[config.mk]
export PLATFORM = sky130hd
export DESIGN_NAME = nearest_target_go_to_goal
export DESIGN_NICKNAME = d
export VERILOG_FILES = /design/src/rtl/ngg_pkg.sv /design/src/rtl/nearest_target_go_to_goal.sv /design/src/rtl/ngg_cordic.sv
export SDC_FILE = /design/constraint.sdc
export NUM_CORES = 2
export LEC_CHECK = 0
export ABC_AREA = 1
export BUFFER_PORTS_ARGS = -buffer_cell sky130_fd_sc_hd__buf_2
export CORE_UTILIZATION = 25
export CTS_BUF_LIST = sky130_fd_sc_hd__clkbuf_16
export DETAILED_ROUTE_END_ITERATION = 10
export PLACE_DENSITY = 0.44
export SLEW_MARGIN = 20
export SYNTH_ARGS = -nofsm -noshare
export SYNTH_HDL_FRONTEND = slang
export SYNTH_SLANG_ARGS = --single-unit
[constraint.sdc]
create_clock -name clk -period 10.5 [get_ports clk]
set_input_delay 3.15 -clock clk [delete_from_list [all_inputs] [get_ports clk]]
set_output_delay 3.15 -clock clk [all_outputs]
set_load 0.01 [all_outputs]
[src/rtl/ngg_pkg.sv]
// ----------------------------------------------------------------------------
// ngg_pkg
// Shared types, widths, fixed-point constants and the arctangent table of the
// nearest-target go-to-goal controller.
// ----------------------------------------------------------------------------
package ngg_pkg;

    localparam int COORD_W    = 16;
    localparam int HEAD_W     = 16;
    localparam int ID_W       = 8;
    localparam int FUNC_W     = 2;
    localparam int GAIN_W     = 4;
    localparam int LIN_W      = 20;
    localparam int ANGSPD_W   = 20;
    localparam int CFG_IDX_W  = 2;
    localparam int CFG_DATA_W = 16;

    localparam int DIFF_W = COORD_W + 1;
    localparam int DIST_W = 33;
    localparam logic [DIST_W-1:0] DIST_EMPTY  = '1;
    localparam logic [DIST_W-1:0] SQ_BIT_INIT = {1'b1, {(DIST_W-1){1'b0}}};
    localparam int ROOT_W = DIST_W + 1;
    localparam int SQRT_W = 17;

    localparam int CORDIC_STEPS = 16;
    localparam int CORDIC_CNT_W = $clog2(CORDIC_STEPS + 1);
    localparam int ATAN_IDX_W   = 5;
    localparam int CORDIC_W     = 28;
    localparam int ANG_W        = 28;
    localparam int PRE_SHIFT    = 8;
    localparam int ERR_W        = 30;
    localparam int HEAD_SHIFT   = 11;

    localparam int MUL_A_W = 31;
    localparam int MUL_B_W = 18;
    localparam int MUL_P_W = MUL_A_W + MUL_B_W;

    localparam int RND_SHIFT   = 11;
    localparam int RND_HALF    = 1024;
    localparam int LIN_MAX     = 1048575;
    localparam int ANG_MAX     = 524287;
    localparam int ANG_MIN     = -524288;
    localparam int PI_Q24      = 52707179;
    localparam int TWO_PI_Q24  = 105414357;
    localparam int HALF_PI_Q24 = 26353589;

    localparam logic                  NEAREST_RST  = 1'b1;
    localparam logic [COORD_W-1:0]    RADIUS_RST   = 16'd2048;
    localparam logic [GAIN_W-1:0]     LIN_GAIN_RST = 4'd2;
    localparam logic [GAIN_W-1:0]     ANG_GAIN_RST = 4'd6;

    localparam logic [FUNC_W-1:0] FUNC_POSE = 2'd0;
    localparam logic [FUNC_W-1:0] FUNC_CAND = 2'd1;
    localparam logic [FUNC_W-1:0] FUNC_TICK = 2'd2;

    localparam logic [CFG_IDX_W-1:0] CFG_NEAREST_MODE = 2'd0;
    localparam logic [CFG_IDX_W-1:0] CFG_CATCH_RADIUS = 2'd1;
    localparam logic [CFG_IDX_W-1:0] CFG_LINEAR_GAIN  = 2'd2;
    localparam logic [CFG_IDX_W-1:0] CFG_ANGULAR_GAIN = 2'd3;

    typedef struct packed {
        logic [FUNC_W-1:0]        func;
        logic [COORD_W-1:0]       coord_x;
        logic [COORD_W-1:0]       coord_y;
        logic signed [HEAD_W-1:0] heading;
        logic [ID_W-1:0]          target_id;
        logic                     first_in_list;
        logic                     last_in_list;
    } in_item_t;

    typedef struct packed {
        logic [LIN_W-1:0]           linear_speed;
        logic signed [ANGSPD_W-1:0] angular_speed;
        logic                       caught;
        logic [ID_W-1:0]            caught_id;
    } out_item_t;

    typedef enum logic [3:0] {
        ST_IDLE,
        ST_DX2,
        ST_DY2,
        ST_SUM,
        ST_CMP,
        ST_ITER,
        ST_LIN,
        ST_ANG,
        ST_RND,
        ST_OUT
    } ngg_state_t;

    function automatic logic signed [ANG_W-1:0] atan_q24(input logic [ATAN_IDX_W-1:0] idx);
        logic signed [ANG_W-1:0] val;
        unique case (idx)
            5'd0:    val = ANG_W'(13176795);
            5'd1:    val = ANG_W'(7778716);
            5'd2:    val = ANG_W'(4110060);
            5'd3:    val = ANG_W'(2086331);
            5'd4:    val = ANG_W'(1047214);
            5'd5:    val = ANG_W'(524117);
            5'd6:    val = ANG_W'(262123);
            5'd7:    val = ANG_W'(131069);
            5'd8:    val = ANG_W'(65536);
            5'd9:    val = ANG_W'(32768);
            5'd10:   val = ANG_W'(16384);
            5'd11:   val = ANG_W'(8192);
            5'd12:   val = ANG_W'(4096);
            5'd13:   val = ANG_W'(2048);
            5'd14:   val = ANG_W'(1024);
            5'd15:   val = ANG_W'(512);
            5'd16:   val = ANG_W'(256);
            5'd17:   val = ANG_W'(128);
            5'd18:   val = ANG_W'(64);
            5'd19:   val = ANG_W'(32);
            5'd20:   val = ANG_W'(16);
            5'd21:   val = ANG_W'(8);
            5'd22:   val = ANG_W'(4);
            5'd23:   val = ANG_W'(2);
            default: val = '0;
        endcase
        return val;
    endfunction

endpackage

[src/rtl/nearest_target_go_to_goal.sv]
// ----------------------------------------------------------------------------
// nearest_target_go_to_goal
// Candidate selection and proportional go-to-goal control on pose, candidate
// and tick events, with a shared multiplier, a bit-pair square root and an
// iterative CORDIC.
// ----------------------------------------------------------------------------
// A pose update is taken in ST_IDLE and a candidate target passes through
// ST_DX2, ST_DY2 and ST_SUM (two squares on the shared 31x18 multiplier and
// one add). A control tick that finds the goal within the catch radius goes
// on through ST_CMP to ST_OUT. Any other acting tick runs the 17-step square
// root and the CORDIC (sixteen steps by default) side by side in ST_ITER; the
// multiplier then forms both speed commands in turn. Ticks before a pose and
// a goal exist, and the unused event code, are taken in ST_IDLE and give no
// result. The input is stalled while an item is in work; a finished result
// that waits in the output register holds up only the next result, in ST_OUT.
// ----------------------------------------------------------------------------
module nearest_target_go_to_goal
    import ngg_pkg::*;
(
    input  logic                    clk,
    input  logic                    rst_n,
    input  logic                    item_valid,
    output logic                    item_stall,
    input  in_item_t                item,
    output logic                    result_valid,
    input  logic                    result_stall,
    output out_item_t               result,
    input  logic                    cfg_we,
    input  logic [CFG_IDX_W-1:0]    cfg_index,
    input  logic [CFG_DATA_W-1:0]   cfg_data
);

    localparam logic signed [MUL_P_W-1:0] LIN_HI    = MUL_P_W'(LIN_MAX);
    localparam logic signed [MUL_P_W-1:0] ANG_HI    = MUL_P_W'(ANG_MAX);
    localparam logic signed [MUL_P_W-1:0] ANG_LO    = MUL_P_W'(ANG_MIN);
    localparam logic signed [MUL_P_W-1:0] RND_P     = MUL_P_W'(RND_HALF);
    localparam logic signed [ERR_W-1:0]   PI_E      = ERR_W'(PI_Q24);
    localparam logic signed [ERR_W-1:0]   NEG_PI_E  = -ERR_W'(PI_Q24);
    localparam logic signed [ERR_W-1:0]   TWO_PI_E  = ERR_W'(TWO_PI_Q24);

    ngg_state_t                  state_reg;
    ngg_state_t                  state_next;

    logic                        nearest_mode_reg;
    logic [COORD_W-1:0]          catch_radius_reg;
    logic [GAIN_W-1:0]           linear_gain_reg;
    logic [GAIN_W-1:0]           angular_gain_reg;

    logic [COORD_W-1:0]          own_x_reg;
    logic [COORD_W-1:0]          own_y_reg;
    logic signed [HEAD_W-1:0]    own_heading_reg;
    logic                        pose_seen_reg;
    logic                        goal_valid_reg;
    logic [COORD_W-1:0]          goal_x_reg;
    logic [COORD_W-1:0]          goal_y_reg;
    logic [ID_W-1:0]             goal_id_reg;
    logic [COORD_W-1:0]          best_x_reg;
    logic [COORD_W-1:0]          best_y_reg;
    logic [ID_W-1:0]             best_id_reg;
    logic [DIST_W-1:0]           best_dist_sq_reg;

    in_item_t                    item_reg;
    logic signed [DIFF_W-1:0]    dx_reg;
    logic signed [DIFF_W-1:0]    dy_reg;
    logic signed [MUL_P_W-1:0]   prod_reg;
    logic [DIST_W-1:0]           acc_reg;
    logic [DIST_W-1:0]           dsq_reg;
    logic [DIST_W-1:0]           sq_rem_reg;
    logic [ROOT_W-1:0]           sq_root_reg;
    logic [DIST_W-1:0]           sq_bit_reg;
    logic signed [ERR_W-1:0]     err_reg;
    out_item_t                   res_reg;
    out_item_t                   result_reg;
    logic                        result_valid_reg;

    logic                        item_accept;
    logic                        result_load;
    logic                        cordic_start;
    logic                        cordic_done;
    logic signed [ANG_W-1:0]     cordic_angle;
    logic [COORD_W-1:0]          src_x;
    logic [COORD_W-1:0]          src_y;
    logic signed [DIFF_W-1:0]    diff_x;
    logic signed [DIFF_W-1:0]    diff_y;
    logic signed [MUL_A_W-1:0]   mul_a;
    logic signed [MUL_B_W-1:0]   mul_b;
    logic signed [MUL_P_W-1:0]   mul_p;
    logic [DIST_W-1:0]           d_sum;
    logic [DIST_W-1:0]           held;
    logic                        take;
    logic                        is_cand;
    logic                        caught_hit;
    logic [ROOT_W-1:0]           sq_trial;
    logic                        sq_fit;
    logic signed [ERR_W-1:0]     err_raw;
    logic signed [ERR_W-1:0]     err_wrap;
    logic [LIN_W-1:0]            lin_sat;
    logic signed [MUL_P_W-1:0]   ang_q;
    logic signed [ANGSPD_W-1:0]  ang_sat;

    assign item_accept  = item_valid && !item_stall;
    assign result_valid = result_valid_reg;
    assign result       = result_reg;

    assign src_x  = (item.func == FUNC_CAND) ? item.coord_x : goal_x_reg;
    assign src_y  = (item.func == FUNC_CAND) ? item.coord_y : goal_y_reg;
    assign diff_x = $signed({1'b0, src_x}) - $signed({1'b0, own_x_reg});
    assign diff_y = $signed({1'b0, src_y}) - $signed({1'b0, own_y_reg});

    assign mul_p = mul_a * mul_b;
    assign d_sum = acc_reg + prod_reg[DIST_W-1:0];

    assign is_cand    = (item_reg.func == FUNC_CAND);
    assign held       = item_reg.first_in_list ? DIST_EMPTY : best_dist_sq_reg;
    assign take       = nearest_mode_reg ? (d_sum < held) : (held == DIST_EMPTY);
    assign caught_hit = (dsq_reg <= prod_reg[DIST_W-1:0]);

    assign sq_trial = sq_root_reg + ROOT_W'(sq_bit_reg);
    assign sq_fit   = ({1'b0, sq_rem_reg} >= sq_trial);

    assign err_raw = {{(ERR_W-ANG_W){cordic_angle[ANG_W-1]}}, cordic_angle}
                   - {{(ERR_W-HEAD_W-HEAD_SHIFT){own_heading_reg[HEAD_W-1]}},
                      own_heading_reg, {HEAD_SHIFT{1'b0}}};

    always_comb
    begin
        priority if (err_raw > PI_E)
            err_wrap = err_raw - TWO_PI_E;
        else if (err_raw < NEG_PI_E)
            err_wrap = err_raw + TWO_PI_E;
        else
            err_wrap = err_raw;
    end

    assign lin_sat = (prod_reg > LIN_HI) ? LIN_W'(LIN_MAX) : prod_reg[LIN_W-1:0];
    assign ang_q   = (prod_reg + RND_P) >>> RND_SHIFT;

    always_comb
    begin
        priority if (ang_q > ANG_HI)
            ang_sat = ANGSPD_W'(ANG_MAX);
        else if (ang_q < ANG_LO)
            ang_sat = ANGSPD_W'(ANG_MIN);
        else
            ang_sat = ang_q[ANGSPD_W-1:0];
    end

    always_comb
    begin
        mul_a = '0;
        mul_b = '0;
        unique case (state_reg)
            ST_DX2:
            begin
                mul_a = {{(MUL_A_W-DIFF_W){dx_reg[DIFF_W-1]}}, dx_reg};
                mul_b = {{(MUL_B_W-DIFF_W){dx_reg[DIFF_W-1]}}, dx_reg};
            end
            ST_DY2:
            begin
                mul_a = {{(MUL_A_W-DIFF_W){dy_reg[DIFF_W-1]}}, dy_reg};
                mul_b = {{(MUL_B_W-DIFF_W){dy_reg[DIFF_W-1]}}, dy_reg};
            end
            ST_SUM:
            begin
                mul_a = {{(MUL_A_W-COORD_W){1'b0}}, catch_radius_reg};
                mul_b = {{(MUL_B_W-COORD_W){1'b0}}, catch_radius_reg};
            end
            ST_LIN:
            begin
                mul_a = {{(MUL_A_W-SQRT_W){1'b0}}, sq_root_reg[SQRT_W-1:0]};
                mul_b = {{(MUL_B_W-GAIN_W){1'b0}}, linear_gain_reg};
            end
            ST_ANG:
            begin
                mul_a = {{(MUL_A_W-ERR_W){err_reg[ERR_W-1]}}, err_reg};
                mul_b = {{(MUL_B_W-GAIN_W){1'b0}}, angular_gain_reg};
            end
            default:
            begin
                mul_a = '0;
                mul_b = '0;
            end
        endcase
    end

    ngg_cordic u_cordic (
        .clk   (clk),
        .rst_n (rst_n),
        .start (cordic_start),
        .dx    (dx_reg),
        .dy    (dy_reg),
        .done  (cordic_done),
        .angle (cordic_angle)
    );

    always_ff @(posedge clk or negedge rst_n)
    begin
        if (!rst_n)
        begin
            state_reg <= ST_IDLE;
        end
        else
        begin
            state_reg <= state_next;
        end
    end

    always_comb
    begin
        state_next   = state_reg;
        item_stall   = 1'b1;
        cordic_start = 1'b0;
        result_load  = 1'b0;
        unique case (state_reg)
            ST_IDLE:
            begin
                item_stall = 1'b0;
                if (item_valid)
                begin
                    unique case (item.func)
                        FUNC_CAND:
                            state_next = ST_DX2;
                        FUNC_TICK:
                            if (pose_seen_reg && goal_valid_reg)
                                state_next = ST_DX2;
                        default:
                            state_next = ST_IDLE;
                    endcase
                end
            end
            ST_DX2:
                state_next = ST_DY2;
            ST_DY2:
                state_next = ST_SUM;
            ST_SUM:
                state_next = is_cand ? ST_IDLE : ST_CMP;
            ST_CMP:
            begin
                if (caught_hit)
                begin
                    state_next = ST_OUT;
                end
                else
                begin
                    cordic_start = 1'b1;
                    state_next   = ST_ITER;
                end
            end
            ST_ITER:
                if ((sq_bit_reg == '0) && cordic_done)
                    state_next = ST_LIN;
            ST_LIN:
                state_next = ST_ANG;
            ST_ANG:
                state_next = ST_RND;
            ST_RND:
                state_next = ST_OUT;
            ST_OUT:
            begin
                if (!result_valid_reg || !result_stall)
                begin
                    result_load = 1'b1;
                    state_next  = ST_IDLE;
                end
            end
            default:
                state_next = ST_IDLE;
        endcase
    end

    always_ff @(posedge clk or negedge rst_n)
    begin
        if (!rst_n)
        begin
            nearest_mode_reg <= NEAREST_RST;
            catch_radius_reg <= RADIUS_RST;
            linear_gain_reg  <= LIN_GAIN_RST;
            angular_gain_reg <= ANG_GAIN_RST;
            own_x_reg        <= '0;
            own_y_reg        <= '0;
            own_heading_reg  <= '0;
            pose_seen_reg    <= 1'b0;
            goal_valid_reg   <= 1'b0;
            goal_x_reg       <= '0;
            goal_y_reg       <= '0;
            goal_id_reg      <= '0;
            best_x_reg       <= '0;
            best_y_reg       <= '0;
            best_id_reg      <= '0;
            best_dist_sq_reg <= DIST_EMPTY;
            result_valid_reg <= 1'b0;
        end
        else
        begin
            if (cfg_we)
            begin
                unique case (cfg_index)
                    CFG_NEAREST_MODE: nearest_mode_reg <= cfg_data[0];
                    CFG_CATCH_RADIUS: catch_radius_reg <= cfg_data;
                    CFG_LINEAR_GAIN:  linear_gain_reg  <= cfg_data[GAIN_W-1:0];
                    CFG_ANGULAR_GAIN: angular_gain_reg <= cfg_data[GAIN_W-1:0];
                    default:          nearest_mode_reg <= nearest_mode_reg;
                endcase
            end

            if (item_accept && (item.func == FUNC_POSE))
            begin
                own_x_reg       <= item.coord_x;
                own_y_reg       <= item.coord_y;
                own_heading_reg <= item.heading;
                pose_seen_reg   <= 1'b1;
            end

            // keep or replace the held candidate, commit on the last one
            if ((state_reg == ST_SUM) && is_cand)
            begin
                if (take)
                begin
                    best_x_reg  <= item_reg.coord_x;
                    best_y_reg  <= item_reg.coord_y;
                    best_id_reg <= item_reg.target_id;
                end
                priority if (item_reg.last_in_list)
                    best_dist_sq_reg <= DIST_EMPTY;
                else if (take)
                    best_dist_sq_reg <= d_sum;
                else
                    best_dist_sq_reg <= held;
                if (item_reg.last_in_list)
                begin
                    goal_x_reg     <= take ? item_reg.coord_x : best_x_reg;
                    goal_y_reg     <= take ? item_reg.coord_y : best_y_reg;
                    goal_id_reg    <= take ? item_reg.target_id : best_id_reg;
                    goal_valid_reg <= 1'b1;
                end
            end

            if ((state_reg == ST_CMP) && caught_hit)
            begin
                goal_valid_reg <= 1'b0;
            end

            if (result_load)
            begin
                result_valid_reg <= 1'b1;
            end
            else if (!result_stall)
            begin
                result_valid_reg <= 1'b0;
            end
        end
    end

    always_ff @(posedge clk)
    begin
        prod_reg <= mul_p;

        if (item_accept)
        begin
            item_reg <= item;
            dx_reg   <= diff_x;
            dy_reg   <= diff_y;
        end

        if (state_reg == ST_DY2)
        begin
            acc_reg <= prod_reg[DIST_W-1:0];
        end

        if (state_reg == ST_SUM)
        begin
            dsq_reg <= d_sum;
        end

        if (state_reg == ST_CMP)
        begin
            if (caught_hit)
            begin
                res_reg.linear_speed  <= '0;
                res_reg.angular_speed <= '0;
                res_reg.caught        <= 1'b1;
                res_reg.caught_id     <= goal_id_reg;
            end
            else
            begin
                sq_rem_reg  <= dsq_reg;
                sq_root_reg <= '0;
                sq_bit_reg  <= SQ_BIT_INIT;
            end
        end

        if ((state_reg == ST_ITER) && (sq_bit_reg != '0))
        begin
            if (sq_fit)
            begin
                sq_rem_reg  <= sq_rem_reg - sq_trial[DIST_W-1:0];
                sq_root_reg <= (sq_root_reg >> 1) + ROOT_W'(sq_bit_reg);
            end
            else
            begin
                sq_root_reg <= sq_root_reg >> 1;
            end
            sq_bit_reg <= sq_bit_reg >> 2;
        end

        if (state_reg == ST_LIN)
        begin
            err_reg <= err_wrap;
        end

        if (state_reg == ST_ANG)
        begin
            res_reg.linear_speed <= lin_sat;
        end

        if (state_reg == ST_RND)
        begin
            res_reg.angular_speed <= ang_sat;
            res_reg.caught        <= 1'b0;
            res_reg.caught_id     <= '0;
        end

        if (result_load)
        begin
            result_reg <= res_reg;
        end
    end

    a_caught_zero_speed: assert property (@(posedge clk) disable iff (!rst_n)
        (result_valid_reg && result_reg.caught) |->
        ((result_reg.linear_speed == '0) && (result_reg.angular_speed == '0)))
        else $error("caught result carries nonzero speed");

    a_id_only_on_catch: assert property (@(posedge clk) disable iff (!rst_n)
        (result_valid_reg && !result_reg.caught) |-> (result_reg.caught_id == '0))
        else $error("caught_id set without a catch");

    a_commit_clears_best: assert property (@(posedge clk) disable iff (!rst_n)
        ((state_reg == ST_SUM) && is_cand && item_reg.last_in_list) |=>
        ((best_dist_sq_reg == DIST_EMPTY) && goal_valid_reg))
        else $error("commit did not set goal and clear held candidate");

    a_catch_drops_goal: assert property (@(posedge clk) disable iff (!rst_n)
        ((state_reg == ST_CMP) && caught_hit) |=> !goal_valid_reg)
        else $error("goal kept after catch");

    a_iter_finished: assert property (@(posedge clk) disable iff (!rst_n)
        (state_reg == ST_LIN) |-> ((sq_bit_reg == '0) && cordic_done))
        else $error("speed stage entered before root and bearing are done");

endmodule

[src/rtl/ngg_cordic.sv]
// ----------------------------------------------------------------------------
// ngg_cordic
// Iterative CORDIC vectoring unit: one micro-rotation per cycle, returns the
// angle of (dx, dy) in units of 2^-24 rad.
// ----------------------------------------------------------------------------
module ngg_cordic
    import ngg_pkg::*;
(
    input  logic                       clk,
    input  logic                       rst_n,
    input  logic                       start,
    input  logic signed [DIFF_W-1:0]   dx,
    input  logic signed [DIFF_W-1:0]   dy,
    output logic                       done,
    output logic signed [ANG_W-1:0]    angle
);

    localparam int EXT_W = CORDIC_W - DIFF_W - PRE_SHIFT;

    logic                          run_reg;
    logic [CORDIC_CNT_W-1:0]       step_reg;
    logic signed [CORDIC_W-1:0]    x_reg;
    logic signed [CORDIC_W-1:0]    y_reg;
    logic signed [ANG_W-1:0]       z_reg;

    logic signed [CORDIC_W-1:0]    x_in;
    logic signed [CORDIC_W-1:0]    y_in;
    logic signed [CORDIC_W-1:0]    x_shift;
    logic signed [CORDIC_W-1:0]    y_shift;
    logic signed [ANG_W-1:0]       atan_val;
    logic                          last_step;

    assign x_in      = {{EXT_W{dx[DIFF_W-1]}}, dx, {PRE_SHIFT{1'b0}}};
    assign y_in      = {{EXT_W{dy[DIFF_W-1]}}, dy, {PRE_SHIFT{1'b0}}};
    assign x_shift   = x_reg >>> step_reg;
    assign y_shift   = y_reg >>> step_reg;
    assign atan_val  = atan_q24(ATAN_IDX_W'(step_reg));
    assign last_step = (step_reg == CORDIC_CNT_W'(CORDIC_STEPS - 1));
    assign done      = !run_reg;
    assign angle     = z_reg;

    always_ff @(posedge clk or negedge rst_n)
    begin
        if (!rst_n)
        begin
            run_reg  <= 1'b0;
            step_reg <= '0;
        end
        else if (start)
        begin
            run_reg  <= 1'b1;
            step_reg <= '0;
        end
        else if (run_reg)
        begin
            step_reg <= step_reg + 1'b1;
            if (last_step)
            begin
                run_reg <= 1'b0;
            end
        end
    end

    // pre-rotate the left half-plane, then micro-rotate toward the x axis
    always_ff @(posedge clk)
    begin
        if (start)
        begin
            if (x_in < 0)
            begin
                if (y_in >= 0)
                begin
                    x_reg <= y_in;
                    y_reg <= -x_in;
                    z_reg <= ANG_W'(HALF_PI_Q24);
                end
                else
                begin
                    x_reg <= -y_in;
                    y_reg <= x_in;
                    z_reg <= -ANG_W'(HALF_PI_Q24);
                end
            end
            else
            begin
                x_reg <= x_in;
                y_reg <= y_in;
                z_reg <= '0;
            end
        end
        else if (run_reg)
        begin
            if (y_reg > 0)
            begin
                x_reg <= x_reg + y_shift;
                y_reg <= y_reg - x_shift;
                z_reg <= z_reg + atan_val;
            end
            else
            begin
                x_reg <= x_reg - y_shift;
                y_reg <= y_reg + x_shift;
                z_reg <= z_reg - atan_val;
            end
        end
    end

endmodule
==> flow_metrics.env <==
export IMPL_detail_route_antenna_nets=0
export IMPL_htreeDepth=3
export IMPL_wl_per_cell_um=19.5
export IMPL_numCtsBuffers=89
export IMPL_io_pins=134
export IMPL_cp_slowest_stage_delay_ps=630
export IMPL_drt_iter0_drc=4203
export IMPL_hold_class="reg2reg"
export IMPL_syn_cell_area_um2=68500
export IMPL_antenna_found_initial=13
export IMPL_grt_use_total_pct=17.7
export IMPL_drive_above_1_share_pct=5.97
export IMPL_multi_input_area_um2=42400
export IMPL_vias=59100
export IMPL_hold_viol=0
export IMPL_ys_flop_type="edfxtp_1"
export IMPL_worst_slew_pin_slew_ps=1150
export IMPL_cts_tree="built"
export IMPL_coreArea_um2=272000
export IMPL_grt_max_degree=88
export IMPL_fin_nets=10100
export IMPL_route_detailed_drc=0
export IMPL_reg2reg_depth=29
export IMPL_first_pass_iters=6
export IMPL_nFillCells=29600
export IMPL_finalCritPeriodShare_pct=87.9
export IMPL_rsz0062_at_grt="no"
export IMPL_slew_viol_final=0
export IMPL_synth_avg_cell_area_um2=7.66
export IMPL_yosys_top_cells_area="edfxtp_1, fa_1, nand2_1"
export IMPL_initial_utilization_pct=25.2
export IMPL_netlist_instances=8946
export IMPL_synth_warnings=0
export IMPL_final_seq_area_um2=18800
export IMPL_fp_dieH_um=525
export IMPL_place_gp_congestion=0.932
export IMPL_path_clk_slew_ps=60
export IMPL_synth_edf_count=397
export IMPL_syn_to_final_growth_pct=11.4
export IMPL_status="complete, no violations"
export IMPL_dieArea_um2=276000
export IMPL_final_common_cell="nand2_1"
export IMPL_grt_pass1_wl_um=374000
export IMPL_setup_tns_ps=0
export IMPL_critPathKind="reg2reg"
export IMPL_fmax_ghz=0.108
export IMPL_cp_arrival_ps=9860
export IMPL_hold_buffers=0
export IMPL_placementRows=191
export IMPL_ys_seq_area_share_pct=27.4
export IMPL_synth_top_area_share_pct=17.4
export IMPL_overflow=0
export IMPL_hold_path_cell_count=0
export IMPL_cap_violations=0
export IMPL_dp_hpwl_um=200000
export IMPL_clockBufferDepth=3
export IMPL_fin_crit_ps=9230
export IMPL_port_buffers=133
export IMPL_endpoint_kind="flop"
export IMPL_final_cell_mix="nand2_1, inv_1, nor2_1"
export IMPL_async_flop_share_pct=28.9
export IMPL_ys_ff_latch=688
export IMPL_cpMostUsedCell="inv_1"
export IMPL_critPathMaxFanout=18
export IMPL_cp_required_ps=11130
export IMPL_clock_sinks=688
export IMPL_cp_slowest_cell="nand2_1"
export IMPL_skew_ps=62.6
export IMPL_clk_latency_ps=740
export IMPL_avgViaCountPerCell=4.67
export IMPL_synth_area_leader_cell="edfxtp_1"
export IMPL_max_slew_margin_pct=23.2
export IMPL_cp_start_kind="flop"
export IMPL_wirelength_um=247000
export IMPL_cts_root_buf="clkbuf_16"
export IMPL_synth_cell_type_count=74
export IMPL_cts_resized=0
export IMPL_setup_viol=0
export IMPL_chipWidth_um=525
export IMPL_first_global_vias=59500
export IMPL_post_cts_buffers=0
[critical path: cells and delay by family, from the launching register on]
family	cells	cell delay, ps
fa+ha+maj	7	3570
simple gates	8	2430
compound gates	4	1330
buf+inv	9	1120
flops	1	400
xor+xnor	1	260
[metrics by stage]
step	std cells	utilization, %	hold slack, ps	setup slack [ps]	instance area [µm²]
3_5_place_dp	12500	27.0	405	1450	73200
3_3_place_gp	12500	27.0	410	1600	73200
6_report	12600	28.1	417	1270	76300
2_1_floorplan	8957	-	400	2090	68500
5_1_grt	12600	28.1	421	835	76300
4_1_cts	12600	28.1	418	1380	76300
[synth_stat cells (all sizes together), types with 15 or more instances]
cell type	count
dfxtp	92
nand3	582
dfstp	38
a21oi	494
o21bai	15
inv	1657
dfrtp	161
nor2	769
edfxtp	397
nand2	1985
nor4	41
a21boi	15
fa	534
ha	435
nor3	84
clkbuf	167
xor2	284
a31oi	62
xnor2	131
o211ai	35
nand4	74
or2	46
o21ai	565
a21o	35
o22ai	20
buf	100
[path summary, 6_finish.rpt]
kind	startpoint	endpoint	slack [ps]
worst min register to register	res_reg[11]$_DFFE_PP_	result[11]$_DFFE_PP_	420
worst max-delay path	state_reg[0]$_DFFE_PN0P_	prod_reg[31]$_DFF_P_	1270
max in group asynchronous	rst_n	linear_gain_reg[3]$_DFFE_PN0P_	6530
worst min-delay path	res_reg[11]$_DFFE_PP_	result[11]$_DFFE_PP_	420
worst max register to register	state_reg[0]$_DFFE_PN0P_	prod_reg[31]$_DFF_P_	1270
min in group asynchronous	rst_n	best_y_reg[11]$_DFFE_PN0P_	2410
[cell type report]
type / instances / area share, %
multi-input combinational: 6333 / 55.5
sequential: 688 / 24.6
inverter: 1669 / 8.23
tap: 3570 / 5.86
clock buffer: 94 / 3.08
timing repair buffer: 221 / 1.75
clock inverter: 73 / 0.894
antenna: 1 / 0.00328
[cells by family (layout without fill, tap and decap cells)]
| group | after synthesis | after routing | synth area share [%] |
|---|---|---|---|
| flops | 688 | 688 | 27.4 |
| buf+inv | 1936 | 2057 | 10.9 |
| compound gates | 1324 | 1324 | 10.6 |
| fa+ha+maj | 969 | 969 | 23.6 |
| xor+xnor | 415 | 415 | 5.41 |
| simple gates | 3606 | 3606 | 22.0 |
| other cells | 2 | 14 | 0.0110 |
| mux | 6 | 6 | 0.0895 |
[metal layers]
metal	vias to the layer above	part of all wire, %	global-route usage, %
li1	28600	-	-
met3	273	4.2	1.96
met2	1366	46	29.3
met4	4	3.2	5.39
met1	28900	46	24.0
met5	-	0.011	0
Power is left out: the tool's default activity adds up to more than one toggle a clock period on the data nets, which glitch-free logic cannot reach.
